`config.mk`:
```
export PLATFORM = sky130hd
export DESIGN_NAME = gks_fifo
export DESIGN_NICKNAME = d
export VERILOG_FILES = /design/src/sv/gks_fifo.sv
export SDC_FILE = /design/constraint.sdc
export NUM_CORES = 1
export LEC_CHECK = 0
export ABC_AREA = 1
export BUFFER_PORTS_ARGS = -buffer_cell sky130_fd_sc_hd__buf_4
export CAP_MARGIN = 15
export CORE_MARGIN = 5
export CORE_UTILIZATION = 55
export CTS_CLUSTER_DIAMETER = 150
export DETAILED_ROUTE_END_ITERATION = 7
export PLACE_DENSITY_LB_ADDON = 0.2
export SKIP_CTS_REPAIR_TIMING = 1
export SLEW_MARGIN = 0
export SYNTH_ARGS = -nofsm -noshare
export SYNTH_HDL_FRONTEND = slang
export SYNTH_SLANG_ARGS = --single-unit
```
`constraint.sdc`:
```
create_clock -name clk -period 5.35 [get_ports clk]
set_input_delay 0.535 -clock clk [delete_from_list [all_inputs] [get_ports clk]]
set_output_delay 0.535 -clock clk [all_outputs]
set_load 0.05 [all_outputs]
```
`src/sv/gks_fifo.sv`:
```
// small register queue with occupancy count
`timescale 1ns / 1ps
module gks_fifo #(
	parameter int WIDTH = 64,
	parameter int DEPTH = 8
) (
	input  logic                         clk,
	input  logic                         arst_n,
	input  logic                         push,
	input  logic [WIDTH-1:0]             push_data,
	input  logic                         pop,
	output logic [WIDTH-1:0]             pop_data,
	output logic                         empty,
	output logic [$clog2(DEPTH+1)-1:0]   count
);
	localparam int PW = $clog2(DEPTH);
	localparam int CW = $clog2(DEPTH + 1);

	logic [WIDTH-1:0] mem_q [DEPTH];
	logic [PW-1:0]    wr_q, rd_q;
	logic [CW-1:0]    cnt_q;

	// storage
	always_ff @(posedge clk) begin
		if (push) mem_q[wr_q] <= push_data;
	end

	// pointers and count
	always_ff @(posedge clk or negedge arst_n) begin
		if (!arst_n) begin
			wr_q  <= '0;
			rd_q  <= '0;
			cnt_q <= '0;
		end else begin
			if (push) wr_q <= (wr_q == PW'(DEPTH - 1)) ? '0 : wr_q + 1'b1;
			if (pop)  rd_q <= (rd_q == PW'(DEPTH - 1)) ? '0 : rd_q + 1'b1;
			cnt_q <= cnt_q + CW'(push) - CW'(pop);
		end
	end

	assign pop_data = mem_q[rd_q];
	assign empty    = (cnt_q == '0);
	assign count    = cnt_q;
endmodule

```
==> impl_metrics.py <==
metrics = {
    "run_status": {
        "status": "completed",
    },
    "floorplanning": {
        "dieArea_um2": 45900,
        "ios": 137,
        "die_height_um": 214,
        "num_rows": 74,
        "core_um2": 41000,
        "die_w_um": 214,
        "initial_utilization_pct": 56.0,
    },
    "cts": {
        "cts_max_path_buffers": 3,
        "cts_tree": "done",
        "clk_pin_slew_ps": 60,
        "cts.htree.levels": 2,
        "clock_tree.root_cell": "clkbuf_16",
        "cts_buffers": 53,
        "cts.sink_count": 522,
        "clock_latency_ps": 580,
    },
    "route": {
        "routed_wl_um": 49200,
        "wl_per_cell_um": 16.6,
        "via_count": 14800,
        "viasPerCell": 4.98,
        "first_iter_violations": 1363,
        "drcViolationCount": 0,
        "final_antenna_net_count": 0,
        "first_pass_iters": 5,
    },
    "synthesis": {
        "async_flop_share_pct": 1.92,
        "yosysMostFrequentCell": "nand2_1",
        "syn_area_um2": 23000,
        "syn_avg_cell_area_um2": 10.1,
        "synthTopCellsByCount": "nand2_1 (842), inv_1 (526), edfxtp_1 (512)",
        "synth_top_area_cell": "edfxtp_1",
        "netlist_top_cells_area": "edfxtp_1 (67%), nand2_1 (14%), inv_1 (8.6%)",
        "synth_edf_count": 512,
        "netlist.area_leader.share_pct": 67.0,
        "ys_types": 17,
        "synth_seq_cells": 522,
        "ys.warnings.count": 0,
        "syn_nets": 2357,
        "seq_area_frac_synth_pct": 68.1,
        "synth_flop_cell": "edfxtp_1",
        "syn-instance-count": 2279,
    },
    "place": {
        "place_congestion": 0.745,
        "io_buffers": 136,
        "place_hpwl_um": 25800,
        "placed_cells": 2870,
    },
    "global_route": {
        "antenna_found_initial": 4,
        "grt-ovfl-total": 0,
        "grt_usage_pct": 21.4,
        "grt_max_degree": 139,
        "grt_first_pass_wirelength_um": 78200,
        "grt_pass1_vias": 14700,
    },
    "power": {
        "intPower_mw": 8.33,
        "combPwrFrac_pct": 37.6,
        "ir_drop_mv": 0.409,
        "leakagePower_nw": 12.0,
        "total_power_mw": 13.8,
        "pwr-share-clk_pct": 24.5,
        "seqPwrFrac_pct": 37.9,
        "powerDensity_nw_per_um2": 535,
        "p_switching_mw": 5.50,
        "switching_share_pct": 39.8,
    },
    "finish": {
        "drive_gt1_share_pct": 9.75,
        "final_cells": 2964,
        "fin_nets": 2472,
        "area_growth_pct": 12.5,
    },
    "min_path": {
        "hold_path_class": "input pin to flip-flop",
    },
    "worst_setup_path": {
        "startpoint_type": "flip-flop",
        "critPathKind": "flip-flop to output pin",
        "worstPathRequired_ps": 4820,
        "crit_fanout": 78,
        "worstSetupEndpointType": "output pin",
        "cp.arrival_ps": 3350,
    },
    "timing": {
        "setup-tns-final_ps": 0,
        "hold_violations": 0,
        "min_period_ps": 3890,
        "hold_ws_ps": 180,
        "finalMaxSlewViolations": 0,
        "slew_headroom_pct": 24.1,
        "clock.fmax_ghz": 0.257,
        "fin_skew_ps": 11.2,
        "tightest_slew_ps": 1140,
        "finalSetupViolations": 0,
        "fin_crit_sh_pct": 72.6,
        "grt_setup_unrepaired": "no",
    },
    "job": {
        "maxCapViolCount": 0,
    },
}
[layer usage]
| layer | GRT usage (%) | vias up | wire length (µm) |
|---|---|---|---|
| li1 | - | 7296 | - |
| met1 | 28.7 | 6979 | 21400 |
| met2 | 36.3 | 399 | 23900 |
| met3 | 3.47 | 85 | 2790 |
| met4 | 6.44 | 4 | 1080 |
| met5 | 0 | - | 22 |
[final cells by class]
cell class / instances / area (µm²)
well taps: 532 / 666
flip-flops and latches: 522 / 15600
repair buffers: 159 / 1220
multi-input cells: 1131 / 4750
inverters: 527 / 1990
fillers: 3249 / 15200
clock buffers: 75 / 1440
diodes: 1 / 2.50
clock inverters: 17 / 125
[stage by stage]
stage / cell area, µm² / worst slack [ps] / util [%]
after floorplan: 23000 / 1540 / -
after global placement: 24200 / 2140 / 59.1
after detailed placement: 24200 / 2110 / 59.1
after CTS: 25800 / 1460 / 62.9
after global routing: 25800 / 1260 / 62.9
final: 25800 / 1460 / 62.9
[path summary, 6_finish.rpt]
check	start	end	slack (ps)	cells past startpoint
min in group asynchronous	arst_n	count[3]	310	2
worst min-delay path	push_data[15]	mem_q[2][15]	180	1
max in group asynchronous	arst_n	rd_q[1]	4870	2
worst min register to register	wr_q[0]	wr_q[0]	620	2
worst max-delay path	rd_q[1]	pop_data[30]	1460	7
worst max register to register	wr_q[0]	mem_q[2][35]	2830	4
[sequential cells by signal, indices dropped and copies added, names as in the netlist]
| name | cells |
|---|---|
| rd_q | 3 |
| count | 4 |
| mem_q | 512 |
| wr_q | 3 |
[cell usage in the layout (no fill, tap or decap), types with 3 or more instances in the layout]
| cell type | n |
|---|---|
| nand2_1 | 842 |
| inv_1 | 524 |
| edfxtp_1 | 512 |
| nand3_1 | 261 |
| buf_4 | 156 |
| clkbuf_16 | 53 |
| clkbuf_1 | 19 |
| ha_1 | 9 |
| nor2_4 | 8 |
| clkinv_1 | 8 |
| clkinv_2 | 7 |
| dfrtp_1 | 7 |
| o21ai_0 | 6 |
| clkbuf_8 | 3 |
[worst max-delay path, cell delays in order, from the launching register on]
cell     delay [ps]
dfrtp_4        1070
inv_4           490
buf_12          350
nand3_1         190
nand2_1          60
nand2_1          50
nand2_1         130
buf_4           220
[power by group through the flow]
stage / Sequential [mW] / Clock, mW / Combinational (mW)
after floorplan: 5.27 / 0 / 3.75
after global placement: 5.31 / 0 / 5.16
after detailed placement: 5.32 / 0 / 5.23
after CTS: 5.24 / 3.46 / 5.25
after global routing: 5.28 / 3.63 / 5.64
final: 5.24 / 3.39 / 5.19
[kinds of logic (layout without fill, tap and decap cells)]
kind of cell | Yosys count | count (layout) | synth area share, %
adder cells (fa/ha/maj) | 10 | 10 | 0.578
other | 0 | 1 | 0
flip-flops | 522 | 522 | 68.1
buffers and inverters | 626 | 778 | 11.5
AND/OR/NAND/NOR | 1112 | 1112 | 19.6
XOR/XNOR | 2 | 2 | 0.0763
AO/OA/AOI/OAI | 7 | 7 | 0.153
Note: power is estimated with default switching activity, not from simulation.
